$ cat src/rtl/core/sor_pkg.sv
// ----------------------------------------------------------------------------
// Spiral order readout package
// Types, codes and defaults shared by the spiral order readout modules.
// ----------------------------------------------------------------------------
`default_nettype none

package sor_pkg;

  localparam int CNT_W        = 5;
  localparam int VAL_W        = 32;
  localparam int CFG_IDX_W    = 1;
  localparam int MAX_ROWS_DEF = 16;
  localparam int MAX_COLS_DEF = 16;
  localparam int COUNT_RESET  = 4;

  typedef enum logic [CFG_IDX_W-1:0] {
    REG_ROW_COUNT = 1'b0,
    REG_COL_COUNT = 1'b1
  } cfg_reg_e;

  typedef enum logic {
    FUNC_LOAD = 1'b0,
    FUNC_READ = 1'b1
  } func_e;

  typedef enum logic [1:0] {
    DIR_RIGHT = 2'd0,
    DIR_DOWN  = 2'd1,
    DIR_LEFT  = 2'd2,
    DIR_UP    = 2'd3
  } dir_e;

  typedef enum logic {
    ST_LOAD = 1'b0,
    ST_READ = 1'b1
  } state_e;

  typedef struct packed {
    func_e                   func;
    logic signed [VAL_W-1:0] elem_value;
  } in_item_t;

  typedef struct packed {
    logic signed [VAL_W-1:0] out_value;
    logic                    is_last;
  } out_item_t;

  typedef struct packed {
    logic restart;
    logic load_wr;
    logic spiral_init;
    logic rd_en;
  } ctrl_cmd_t;

  typedef struct packed {
    logic cfg_clear;
    logic load_last;
    logic emit_last;
  } dp_status_t;

endpackage

`default_nettype wire

$ cat src/rtl/core/sor_ctrl.sv
// ----------------------------------------------------------------------------
// Spiral order readout controller
// Load/readout state machine, input handshake and output valid register.
// ----------------------------------------------------------------------------
`default_nettype none

module sor_ctrl (
  input  wire logic                clk_i,
  input  wire logic                rst_ni,
  input  wire logic                in_valid_i,
  input  wire sor_pkg::func_e      in_func_i,
  output logic                     in_ready_o,
  output logic                     out_valid_o,
  input  wire logic                out_ready_i,
  input  wire sor_pkg::dp_status_t status_i,
  output sor_pkg::ctrl_cmd_t       cmd_o
);

  sor_pkg::state_e state_q, state_d;
  logic            out_valid_q, out_valid_d;
  logic            accept;

  assign in_ready_o  = (in_func_i == sor_pkg::FUNC_LOAD) || !out_valid_q || out_ready_i;
  assign accept      = in_valid_i && in_ready_o;
  assign out_valid_o = out_valid_q;

  always_ff @(posedge clk_i or negedge rst_ni) begin
    if (!rst_ni) begin
      state_q     <= sor_pkg::ST_LOAD;
      out_valid_q <= 1'b0;
    end else begin
      state_q     <= state_d;
      out_valid_q <= out_valid_d;
    end
  end

  always_comb begin
    state_d = state_q;
    cmd_o   = '0;

    case (state_q)
      sor_pkg::ST_LOAD: begin
        if (accept && (in_func_i == sor_pkg::FUNC_LOAD)) begin
          cmd_o.load_wr = 1'b1;
          if (status_i.load_last) begin
            cmd_o.spiral_init = 1'b1;
            state_d           = sor_pkg::ST_READ;
          end
        end
      end
      sor_pkg::ST_READ: begin
        if (accept && (in_func_i == sor_pkg::FUNC_READ)) begin
          cmd_o.rd_en = 1'b1;
          if (status_i.emit_last) begin
            cmd_o.restart = 1'b1;
            state_d       = sor_pkg::ST_LOAD;
          end
        end
      end
      default: begin
        state_d = sor_pkg::ST_LOAD;
      end
    endcase

    if (status_i.cfg_clear) begin
      cmd_o.restart = 1'b1;
      state_d       = sor_pkg::ST_LOAD;
    end

    if (cmd_o.rd_en) begin
      out_valid_d = 1'b1;
    end else if (out_ready_i) begin
      out_valid_d = 1'b0;
    end else begin
      out_valid_d = out_valid_q;
    end
  end

endmodule

`default_nettype wire

$ cat config.mk
export PLATFORM = sky130hd
export DESIGN_NAME = sor_ctrl
export DESIGN_NICKNAME = d
export VERILOG_FILES = /design/src/rtl/core/sor_pkg.sv /design/src/rtl/core/sor_ctrl.sv
export SDC_FILE = /design/constraint.sdc
export NUM_CORES = 1
export LEC_CHECK = 0
export BUFFER_PORTS_ARGS = -buffer_cell sky130_fd_sc_hd__buf_2
export CORE_AREA = 4 4 41 43
export CTS_BUF_LIST = sky130_fd_sc_hd__clkbuf_4 sky130_fd_sc_hd__clkbuf_8 sky130_fd_sc_hd__clkbuf_16
export DETAILED_ROUTE_END_ITERATION = 16
export DIE_AREA = 0 0 45 47
export PLACE_DENSITY_LB_ADDON = 0.08
export RECOVER_POWER = 50
export SETUP_SLACK_MARGIN = 0.15
export SLEW_MARGIN = 20
export SYNTH_ARGS = -nofsm -noshare
export SYNTH_HDL_FRONTEND = slang
export SYNTH_SLANG_ARGS = --single-unit
$ cat constraint.sdc
create_clock -name clk_i -period 0.85 [get_ports clk_i]
set_input_delay 0 -clock clk_i [delete_from_list [all_inputs] [get_ports clk_i]]
set_output_delay 0 -clock clk_i [all_outputs]
set_load 0.02 [all_outputs]
After elaboration in Yosys (flattened, before gate mapping)
Index checks and enable logic that the tools add are counted.

cells by class
  reduce and logical (&&, ||, !) cells = 7
  muxes and demuxes = 16
  bitwise logic cells = 2

operator list
  kind                                number
  1-bit 2-to-1 mux                    13
  2-bit 2-to-1 mux                    2
  1-bit logical AND                   3
  1-bit logical OR                    2
  1-bit NOT                           2
  1-bit case mux with 2 select lines  1
  2-bit nonzero test                  1
  1-bit logical NOT                   1

word-level totals
  register bits = 2
  input bits = 8
  output and inout bits = 6

Logic depth before layout (Yosys ltp)
Gate-level depths: netlist of run 1.

  depth in word-level cells = 8
  gate-level depth with buffers = 4

Worst setup path after synthesis of run 1
No wires, ideal clock.

  path kind = register -> output
  start point = register state_q
  end point = output port cmd_o[1] (netlist bit)
  path slack = -0.202 ns
  buffers on the path = 0
  cell stages (with the launch flop) = 3
  arrival = 1.052 ns
  data required time = 0.850 ns
  cell sequence = dfrtp_1 -> nor3b_2 -> and2_1

RTL lines
  item                      line            text
  start: declaration        sor_ctrl.sv:19  sor_pkg::state_e state_q, state_d;
  start signal: assignment  sor_ctrl.sv:29  state_q <= sor_pkg::ST_LOAD;
  start signal: assignment  sor_ctrl.sv:32  state_q <= state_d;
  end: declaration          sor_ctrl.sv:16  output sor_pkg::ctrl_cmd_t cmd_o

==> metrics.json, run 1 <==
{
  "run_status": {"value": "complete, but fails checks"},
  "violations": {"value": "negative hold slack, negative setup slack"},
  "relSlewSlack": {"value": 85.77, "unit": "%"},
  "synth.lib_cells_used.distinct": {"value": 13},
  "multi_input_area": {"value": 106.4, "unit": "um2"},
  "syn_avg_cell_area": {"value": 10.09, "unit": "um2"},
  "syn2layout_area_growth": {"value": 154.5, "unit": "%"},
  "fmaxAchievable": {"value": 0.8822, "unit": "GHz"},
  "io_buffers": {"value": 13},
  "std_cell_rows": {"value": 13},
  "finalHoldViolCount": {"value": 1},
  "drv_slew": {"value": 0},
  "design.die.area": {"value": 2115, "unit": "um2"},
  "crit_slowest_cell": {"value": "dfrtp_2"},
  "initial_core_util": {"value": 11.63, "unit": "%"},
  "totalNegativeSetupSlack": {"value": -1.722, "unit": "ns"},
  "core-area": {"value": 1301, "unit": "um2"},
  "seq_area_frac_synth": {"value": 33.06, "unit": "%"},
  "post-route-min-period": {"value": 1.134, "unit": "ns"},
  "worst-path-max-fanout": {"value": 4},
  "critical_path.endpoint_type": {"value": "output pin"},
  "drt-wirelength-per-cell": {"value": 8.893, "unit": "um"},
  "cts_max_level": {"value": 1},
  "final_common_cell": {"value": "buf_4"},
  "clkTransAtPathRegs": {"value": 0.04, "unit": "ns"},
  "yosys_warns": {"value": 0},
  "standby_leakage_power": {"value": 0.1941, "unit": "nW"},
  "via_density": {"value": 3.679},
  "routed-via-count": {"value": 206},
  "hold-worst-slack": {"value": -0.02743, "unit": "ns"},
  "postSynthCellCount": {"value": 15},
  "clockRootBuffer": {"value": "clkbuf_4"},
  "cts.sinks": {"value": 2},
  "standard_cell_area_after_detailed_placement": {"value": 260.3, "unit": "um2"},
  "wirelength": {"value": 498, "unit": "um"},
  "final_layout_size_suffix_gt1_share": {"value": 80.49, "unit": "%"},
  "timing.critical_path.arrival": {"value": 1.13, "unit": "ns"},
  "layout_common_cells": {"value": "buf_4 (8), buf_2 (7), buf_6 (5), clkbuf_4 (4), dlygate4sd3_1 (2)"},
  "required_worst_endpoint": {"value": 0.85, "unit": "ns"},
  "drv.max_cap_violation_count": {"value": 0},
  "finalCritPeriodShare": {"value": 133.4, "unit": "%"},
  "gp_routability_congestion": {"value": 0.6285},
  "dr_wl_met2": {"value": 246, "unit": "um"},
  "post-route-util": {"value": 29.62, "unit": "%"},
  "grt_pass1_wl": {"value": 745, "unit": "um"},
  "antenna_found_initial": {"value": 0},
  "clock_tree_from_tritoncts": {"value": "built"},
  "syn-num-nets": {"value": 23},
  "wl_met1": {"value": 192, "unit": "um"},
  "grt_start_max_net_pins": {"value": 5},
  "post-route-worst-setup-slack": {"value": -0.2835, "unit": "ns"},
  "grt_pass1_vias": {"value": 211},
  "critPathKind": {"value": "reg2out"},
  "drc_errors": {"value": 0},
  "max-vdd-ir-drop": {"value": 0.0006335, "unit": "V"},
  "io_pins": {"value": 14},
  "number_of_nets_in_the_layout": {"value": 50},
  "synth.top_cells.by_area": {"value": "dfrtp_1 (33%), nor2b_4 (9.1%), a211oi_2 (8.3%)"},
  "met3_routed_wl": {"value": 58, "unit": "um"},
  "synth.cell_area": {"value": 151.4, "unit": "um2"},
  "die_height": {"value": 47, "unit": "um"},
  "num-fill-cells": {"value": 156},
  "delay_of_the_slowest_cell_on_the_worst_path": {"value": 0.39, "unit": "ns"},
  "startpoint_type": {"value": "flop"},
  "timing.hold.worst.class": {"value": "in2reg"},
  "power.density": {"value": 1282, "unit": "nW/um2"},
  "num_antenna_cells": {"value": 0},
  "clk-insertion-delay-late": {"value": 0.23, "unit": "ns"},
  "leftover_overflow_at_the_end_of_global_routing": {"value": 0},
  "drt-pass1-iter-count": {"value": 2},
  "floorplan.die.width": {"value": 45, "unit": "um"},
  "design_area": {"value": 385.4, "unit": "um2"},
  "grt_setup_unrepaired": {"value": "yes"},
  "grtUsageTotal": {"value": 5.055, "unit": "%"},
  "tightestPinTransition": {"value": 0.2124, "unit": "ns"},
  "ctsLongestPathBuffers": {"value": 2},
  "synth_largest_area_cell": {"value": "dfrtp_1"},
  "topRoutingLayerUsed": {"value": "met3"},
  "synth.top_cell.area_share": {"value": 33.06, "unit": "%"},
  "ys_ff_latch": {"value": 2},
  "final_count_of_negative_setup_slack_endpoints": {"value": 7},
  "postCtsHoldBufs": {"value": 2},
  "seqCellArea": {"value": 51.30, "unit": "um2"},
  "first_iter_violations": {"value": 2},
  "crit_chain": {"value": "nor2b_4, nor2_4, a31o_1, buf_6"},
  "final.setup_skew": {"value": 0.007402, "unit": "ns"},
  "cts_buffers": {"value": 3},
  "detail-route-antenna-nets": {"value": 0}
}
==> cells by family (layout without fill, tap and decap cells) <==
logic type,count (synthesis),count (layout),synth area share (%)
AO/OA/AOI/OAI,4,4,23.97
buffers and inverters,2,28,7.437
flip-flops,2,2,33.06
AND/OR/NAND/NOR,7,7,35.54
==> routing by layer <==
metal | track usage [%] | vias to the layer above
li1 | - | 104
met1 | 5.682 | 92
met2 | 7.345 | 10
met3 | 1.533 | 0
met4 | 5.263 | 0
met5 | 0 | -
==> critical path: cells and delay by family (launching register included) <==
family	cells	cell delay [ns]
flops	1	0.39
simple gates	2	0.24
compound gates	1	0.17
buf+inv	1	0.12
==> power by group <==
| group | total [mW] | internal [mW] | switching [mW] |
|---|---|---|---|
| Sequential | 0.104 | 0.100 | 0.00361 |
| Clock | 0.264 | 0.206 | 0.0578 |
| Combinational | 0.126 | 0.0741 | 0.0522 |
==> state kept, by name, summed over array words and instances, names as in the netlist <==
name         cells
state_q          1
out_valid_o      1
==> final timing paths <==
kind | end | start | cells after the start | slack [ns]
min in group asynchronous | out_valid_o$_DFFE_PN0P_ | rst_ni | 2 | 0.09
worst max-delay path | cmd_o[3] | out_valid_o$_DFFE_PN0P_ | 4 | -0.28
max in group asynchronous | out_valid_o$_DFFE_PN0P_ | rst_ni | 2 | 0.62
worst min-delay path | state_q$_DFF_PN0_ | status_i[0] | 2 | -0.03
worst min register to register | out_valid_o$_DFFE_PN0P_ | state_q$_DFF_PN0_ | 2 | 0.68
worst max register to register | out_valid_o$_DFFE_PN0P_ | out_valid_o$_DFFE_PN0P_ | 5 | -0.24
==> final cells by class <==
type,instances,share of cell area (%)
Timing Repair Buffer,23,45.45
Multi-Input combinational cell,11,27.60
Clock buffer,4,7.792
Sequential cell,2,13.31
Inverter,1,0.9740
Tap cell,15,4.870
==> cells in the mapped netlist <==
| cell | instances |
|---|---|
| dfrtp_1 | 2 |
| buf_4 | 1 |
| nor3b_2 | 1 |
| a211oi_2 | 1 |
| and2_2 | 1 |
| nor2b_4 | 1 |
| a21o_2 | 1 |
| and2_1 | 1 |
| nand2_1 | 2 |
| inv_1 | 1 |
| a31oi_1 | 1 |
| a31o_1 | 1 |
| nor2_2 | 1 |
==> through the flow <==
| step | worst slack (ns) | power (mW) | hold slack, ns | instances |
|---|---|---|---|---|
| final | -0.2835 | 0.4941 | -0.02743 | 56 |
| after global routing | -0.3302 | 0.5158 | -0.01940 | 56 |
| after CTS | -0.3141 | 0.5013 | -0.03399 | 54 |
| after detailed placement | -0.08687 | 0.1924 | -0.2112 | 44 |
| after global placement | -0.07973 | 0.1919 | -0.2136 | 44 |
| after floorplan | -0.1151 | 0.1505 | -0.2956 | 15 |
==> timing repair <==
| action | in CTS | in global routing |
|---|---|---|
| buffers inserted | 4 | 2 |
| gates resized for setup | 10 | 0 |
| cloned | 0 | 0 |
| endpoints found under the setup margin | 8 | 8 |
| pin swaps | 4 | 4 |
| hold endpoints to repair | 3 | 1 |
Power figures use the tool's default switching activity.
==> run 2: changes to the inputs <==
--- a/config.mk
+++ b/config.mk
@@ -10,7 +10,6 @@
 export CTS_BUF_LIST = sky130_fd_sc_hd__clkbuf_4 sky130_fd_sc_hd__clkbuf_8 sky130_fd_sc_hd__clkbuf_16
 export DETAILED_ROUTE_END_ITERATION = 16
 export DIE_AREA = 0 0 45 47
-export PLACE_DENSITY_LB_ADDON = 0.08
 export RECOVER_POWER = 50
 export SETUP_SLACK_MARGIN = 0.15
 export SLEW_MARGIN = 20
==> constraint.sdc (replaced) <==
create_clock -name clk_i -period 1.4 [get_ports clk_i]
set_input_delay 0 -clock clk_i [delete_from_list [all_inputs] [get_ports clk_i]]
set_output_delay 0 -clock clk_i [all_outputs]
set_load 0.02 [all_outputs]
==> metrics.json, run 2 (synthesized netlist as in run 1, its figures left out) <==
{
  "run_status": {"value": "completed"},
  "tightestPinTransition": {"value": 0.2540, "unit": "ns"},
  "final_layout_size_suffix_gt1_share": {"value": 60.61, "unit": "%"},
  "clkTransAtPathRegs": {"value": 0.03, "unit": "ns"},
  "power.density": {"value": 848.3, "unit": "nW/um2"},
  "post-route-worst-setup-slack": {"value": 0.2205, "unit": "ns"},
  "critical_path.endpoint_type": {"value": "output pin"},
  "syn2layout_area_growth": {"value": 88.43, "unit": "%"},
  "busiest_layer": {"value": "met4"},
  "finalCritPeriodShare": {"value": 84.25, "unit": "%"},
  "regToRegSetupSlack": {"value": 0.49, "unit": "ns"},
  "detail-route-antenna-nets": {"value": 0},
  "core-area": {"value": 1301, "unit": "um2"},
  "finalHoldViolCount": {"value": 0},
  "clockRootBuffer": {"value": "clkbuf_4"},
  "crit_chain": {"value": "nor2b_4, nor2_4, a31o_1, buf_4"},
  "routed-via-count": {"value": 170},
  "grt_setup_unrepaired": {"value": "no"},
  "standard_cell_area_after_detailed_placement": {"value": 227.7, "unit": "um2"},
  "dp_hpwl": {"value": 346.9, "unit": "um"},
  "cts_max_level": {"value": 1},
  "relSlewSlack": {"value": 83.14, "unit": "%"},
  "r2r_end": {"value": "out_valid_o$_DFFE_PN0P_"},
  "initial_core_util": {"value": 11.63, "unit": "%"},
  "gp_routability_congestion": {"value": 0.6053},
  "num_antenna_cells": {"value": 0},
  "design_area": {"value": 285.3, "unit": "um2"},
  "totalNegativeSetupSlack": {"value": 0, "unit": "ns"},
  "drt-pass1-iter-count": {"value": 2},
  "first_iter_violations": {"value": 2},
  "layout_common_cells": {"value": "buf_2 (10), clkbuf_4 (3), dlygate4sd3_1 (3)"},
  "cts_buffers": {"value": 3},
  "clk-insertion-delay-late": {"value": 0.22, "unit": "ns"},
  "timing.hold.worst.class": {"value": "in2async"},
  "post-route-min-period": {"value": 1.180, "unit": "ns"},
  "final_count_of_negative_setup_slack_endpoints": {"value": 0},
  "design.die.area": {"value": 2115, "unit": "um2"},
  "worst-path-max-fanout": {"value": 4},
  "crit_slowest_cell": {"value": "dfrtp_1"},
  "io_buffers": {"value": 13},
  "number_of_nets_in_the_layout": {"value": 43},
  "cts.sinks": {"value": 2},
  "wirelength": {"value": 437, "unit": "um"},
  "die_height": {"value": 47, "unit": "um"},
  "standby_leakage_power": {"value": 0.1401, "unit": "nW"},
  "pre_cts_slack": {"value": 0.4019, "unit": "ns"},
  "reg2reg_from": {"value": "out_valid_o$_DFFE_PN0P_"},
  "required_worst_endpoint": {"value": 1.40, "unit": "ns"},
  "startpoint_type": {"value": "flop"},
  "floorplan.die.width": {"value": 45, "unit": "um"},
  "ctsLongestPathBuffers": {"value": 2},
  "max-vdd-ir-drop": {"value": 0.0001877, "unit": "V"},
  "timing.critical_path.arrival": {"value": 1.18, "unit": "ns"},
  "grt_start_max_net_pins": {"value": 6},
  "std_cell_rows": {"value": 13},
  "gr-usage-met3": {"value": 0, "unit": "%"},
  "final.setup_skew": {"value": 0.003053, "unit": "ns"},
  "drc_errors": {"value": 0},
  "drv.max_cap_violation_count": {"value": 0},
  "num-fill-cells": {"value": 158},
  "fmaxAchievable": {"value": 0.8478, "unit": "GHz"},
  "drt-wirelength-per-cell": {"value": 9.104, "unit": "um"},
  "grtUsageTotal": {"value": 4.660, "unit": "%"},
  "final_common_cell": {"value": "buf_2"},
  "drv_slew": {"value": 0},
  "grt_pass1_vias": {"value": 168},
  "antenna_found_initial": {"value": 0},
  "grt_pass1_wl": {"value": 593, "unit": "um"},
  "leftover_overflow_at_the_end_of_global_routing": {"value": 0},
  "critPathKind": {"value": "reg2out"},
  "globalRouteMet1Util": {"value": 5.455, "unit": "%"},
  "clock_tree_from_tritoncts": {"value": "built"},
  "delay_of_the_slowest_cell_on_the_worst_path": {"value": 0.33, "unit": "ns"},
  "p_total": {"value": 242.0, "unit": "uW"},
  "rr_worst_depth": {"value": 3},
  "io_pins": {"value": 14},
  "grtUsageMet2": {"value": 4.802, "unit": "%"},
  "via_density": {"value": 3.542}
}
[run 2: through the flow]
stage	util (%)	instances	hold slack, ns
after floorplan	-	15	-0.2956
after global placement	17.50	42	-0.2134
after detailed placement	17.50	42	-0.2136
after CTS	21.54	48	0.08462
after global routing	21.92	48	0.1048
final	21.92	48	0.09142
[run 2: report_power, final]
part | leakage [nW] | internal (mW) | switching (mW)
Sequential | 0.0274 | 0.0606 | 0.00244
Combinational | 0.0989 | 0.0256 | 0.0259
Clock | 0.0138 | 0.0946 | 0.0329
[run 2: worst max path at each step]
stage,slack [ns],from,depth (start not counted),endpoint
6_report,0.22,out_valid_o$_DFFE_PN0P_,4,cmd_o[3]
5_1_grt,0.16,out_valid_o$_DFFE_PN0P_,4,cmd_o[3]
4_1_cts,0.16,out_valid_o$_DFFE_PN0P_,4,cmd_o[3]
3_5_place_dp,0.40,out_valid_o$_DFFE_PN0P_,4,cmd_o[3]
3_3_place_gp,0.43,out_valid_o$_DFFE_PN0P_,4,cmd_o[3]
2_1_floorplan,0.35,state_q$_DFF_PN0_,2,cmd_o[1]
[run 2: timing repair]
action	4_1_cts	5_1_grt
resized for setup	0	2
endpoints found under the setup margin	0	2
hold buffers	3	0
hold endpoints to repair	3	0
setup buffers	0	0
[run 2: critical path: cells and delay by family (launching register included)]
| family | cells | cell delay (ns) |
|---|---|---|
| compound gates | 1 | 0.22 |
| simple gates | 2 | 0.26 |
| buf+inv | 1 | 0.15 |
| flops | 1 | 0.33 |
[run 2: final cells by class]
cell class	count	area, um2	share of cell area, %
Multi-Input combinational cell	11	95.09	33.33
Inverter	1	3.754	1.316
Timing Repair Buffer	16	95.09	33.33
Tap cell	15	18.77	6.579
Sequential cell	2	50.05	17.54
Clock buffer	3	22.52	7.895
[run 2: per-layer routing]
metal / up-vias / wire length [um]
li1: 87 / -
met1: 75 / 176
met2: 8 / 216
met3: 0 / 43
met4: 0 / 0
met5: - / 0
==> run 3: changes to the inputs <==
==> constraint.sdc (replaced) <==
create_clock -name clk_i -period 1.1 [get_ports clk_i]
set_input_delay 0 -clock clk_i [delete_from_list [all_inputs] [get_ports clk_i]]
set_output_delay 0 -clock clk_i [all_outputs]
set_load 0.02 [all_outputs]
==> metrics.json, run 3 (synthesized netlist as in run 1, its figures left out) <==
{
  "core-area": {"value": 1301, "unit": "um2"},
  "ctsLongestPathBuffers": {"value": 2},
  "io_buffers": {"value": 13},
  "drv_slew": {"value": 0},
  "reg2reg_from": {"value": "out_valid_o$_DFFE_PN0P_"},
  "clockRootBuffer": {"value": "clkbuf_4"},
  "post-route-util": {"value": 29.62, "unit": "%"},
  "dp_hpwl": {"value": 356.9, "unit": "um"},
  "antenna_found_initial": {"value": 0},
  "drt-pass1-iter-count": {"value": 1},
  "rr_worst_depth": {"value": 5},
  "grt_pass1_wl": {"value": 731, "unit": "um"},
  "timing.hold.worst.class": {"value": "in2async"},
  "critPathKind": {"value": "reg2out"},
  "drc_errors": {"value": 0},
  "die_height": {"value": 47, "unit": "um"},
  "detail-route-antenna-nets": {"value": 0},
  "fmaxAchievable": {"value": 0.8669, "unit": "GHz"},
  "startpoint_type": {"value": "flop"},
  "via_density": {"value": 3.655},
  "path_delay_family": {"value": "flip-flops"},
  "crit_chain": {"value": "nor2b_4, buf_4, buf_6, nand2_2, buf_6"},
  "cell_type_with_the_highest_occurrence_count_on_the_critical_path": {"value": "buf_6"},
  "totalNegativeSetupSlack": {"value": -0.1407, "unit": "ns"},
  "design.die.area": {"value": 2115, "unit": "um2"},
  "regToRegSetupSlack": {"value": 0.04, "unit": "ns"},
  "grt_start_max_net_pins": {"value": 6},
  "violations": {"value": "negative setup slack"},
  "standby_leakage_power": {"value": 0.1881, "unit": "nW"},
  "post-route-min-period": {"value": 1.154, "unit": "ns"},
  "final_layout_size_suffix_gt1_share": {"value": 80.00, "unit": "%"},
  "routed-via-count": {"value": 201},
  "layout_common_cells": {"value": "buf_2 (7), buf_6 (6), buf_4 (5), clkbuf_4 (4), dlygate4sd3_1 (3)"},
  "initial_core_util": {"value": 11.63, "unit": "%"},
  "grtUsageTotal": {"value": 5.924, "unit": "%"},
  "finalCritPeriodShare": {"value": 104.9, "unit": "%"},
  "first_iter_violations": {"value": 0},
  "critical_path.endpoint_type": {"value": "output pin"},
  "syn2layout_area_growth": {"value": 154.5, "unit": "%"},
  "standard_cell_area_after_detailed_placement": {"value": 242.7, "unit": "um2"},
  "layoutNonFillerInstCount": {"value": 55},
  "cts.sinks": {"value": 2},
  "floorplan.die.width": {"value": 45, "unit": "um"},
  "hold-worst-slack": {"value": 0.08944, "unit": "ns"},
  "pre_cts_slack": {"value": 0.1532, "unit": "ns"},
  "crit_slowest_cell": {"value": "dfrtp_2"},
  "drv.max_cap_violation_count": {"value": 0},
  "drt-wirelength-per-cell": {"value": 9.764, "unit": "um"},
  "clk-insertion-delay-late": {"value": 0.23, "unit": "ns"},
  "final.setup_skew": {"value": 0.004117, "unit": "ns"},
  "cts_buffers": {"value": 3},
  "critical_path_cell_count": {"value": 5},
  "finalHoldViolCount": {"value": 0},
  "delay_of_the_slowest_cell_on_the_worst_path": {"value": 0.39, "unit": "ns"},
  "post-route-worst-setup-slack": {"value": -0.05354, "unit": "ns"},
  "leftover_overflow_at_the_end_of_global_routing": {"value": 0},
  "max-vdd-ir-drop": {"value": 0.0002683, "unit": "V"},
  "clkTransAtPathRegs": {"value": 0.04, "unit": "ns"},
  "grt_setup_unrepaired": {"value": "yes"},
  "worstSetupStartpoint": {"value": "out_valid_o$_DFFE_PN0P_"},
  "p_total": {"value": 386.6, "unit": "uW"},
  "required_worst_endpoint": {"value": 1.10, "unit": "ns"},
  "gp_routability_congestion": {"value": 0.6571},
  "placed_cells_incl_taps": {"value": 42},
  "critPathCapture": {"value": "in_ready_o"},
  "run_status": {"value": "complete, but fails checks"},
  "cts_max_level": {"value": 1},
  "clock_tree_from_tritoncts": {"value": "built"},
  "relSlewSlack": {"value": 87.19, "unit": "%"},
  "wirelength": {"value": 537, "unit": "um"},
  "final_common_cell": {"value": "buf_2"},
  "power.density": {"value": 1003, "unit": "nW/um2"},
  "std_cell_rows": {"value": 13},
  "io_pins": {"value": 14},
  "timing.critical_path.buf_inv": {"value": 3},
  "timing.critical_path.arrival": {"value": 1.15, "unit": "ns"},
  "number_of_nets_in_the_layout": {"value": 49},
  "worst-path-max-fanout": {"value": 2},
  "final_count_of_negative_setup_slack_endpoints": {"value": 4},
  "grt_pass1_vias": {"value": 197},
  "num_antenna_cells": {"value": 0},
  "r2r_end": {"value": "state_q$_DFF_PN0_"},
  "design_area": {"value": 385.4, "unit": "um2"},
  "tightestPinTransition": {"value": 0.1912, "unit": "ns"}
}
## run 3: cell types whose count changed in the layout (fill, tap and decap cells not counted), moves of 2 or more
cell	change
buf_4	+4
buf_2	-3
dfrtp_2	+2
dfrtp_1	-2
buf_6	+6
## run 3: layer usage
layer,wire length [um],track usage [%],vias to the layer above
met4,19,12.28,0
li1,-,-,102
met1,154,3.636,86
met5,0,0,-
met2,287,8.757,11
met3,75,2.682,2
## run 3: how the worst min path moves through the flow
stage | start | end | slack [ns]
2_1_floorplan | rst_ni | out_valid_o$_DFFE_PN0P_ | -0.30
3_5_place_dp | rst_ni | state_q$_DFF_PN0_ | -0.21
6_report | rst_ni | out_valid_o$_DFFE_PN0P_ | 0.09
5_1_grt | rst_ni | out_valid_o$_DFFE_PN0P_ | 0.13
3_3_place_gp | rst_ni | state_q$_DFF_PN0_ | -0.21
4_1_cts | rst_ni | out_valid_o$_DFFE_PN0P_ | 0.07
## run 3: what timing repair did
action	in CTS	in global routing
setup endpoints to repair	5	7
gates resized for setup	9	4
pin swaps	3	4
hold buffers	3	0
endpoints found under the hold margin	3	0
buffers inserted	3	3
## run 3: final cells by class
type	count	area [um2]
clock buffers	4	30.03
fillers	148	915.9
inverters	1	3.754
multi-input cells	11	106.4
flip-flops and latches	2	52.55
well taps	15	18.77
repair buffers	22	173.9
## run 3: power breakdown
| group | internal, mW | switching (mW) | total, mW |
|---|---|---|---|
| clock | 0.160 | 0.0521 | 0.212 |
| sequential | 0.0775 | 0.00331 | 0.0809 |
| combinational | 0.0544 | 0.0391 | 0.0935 |
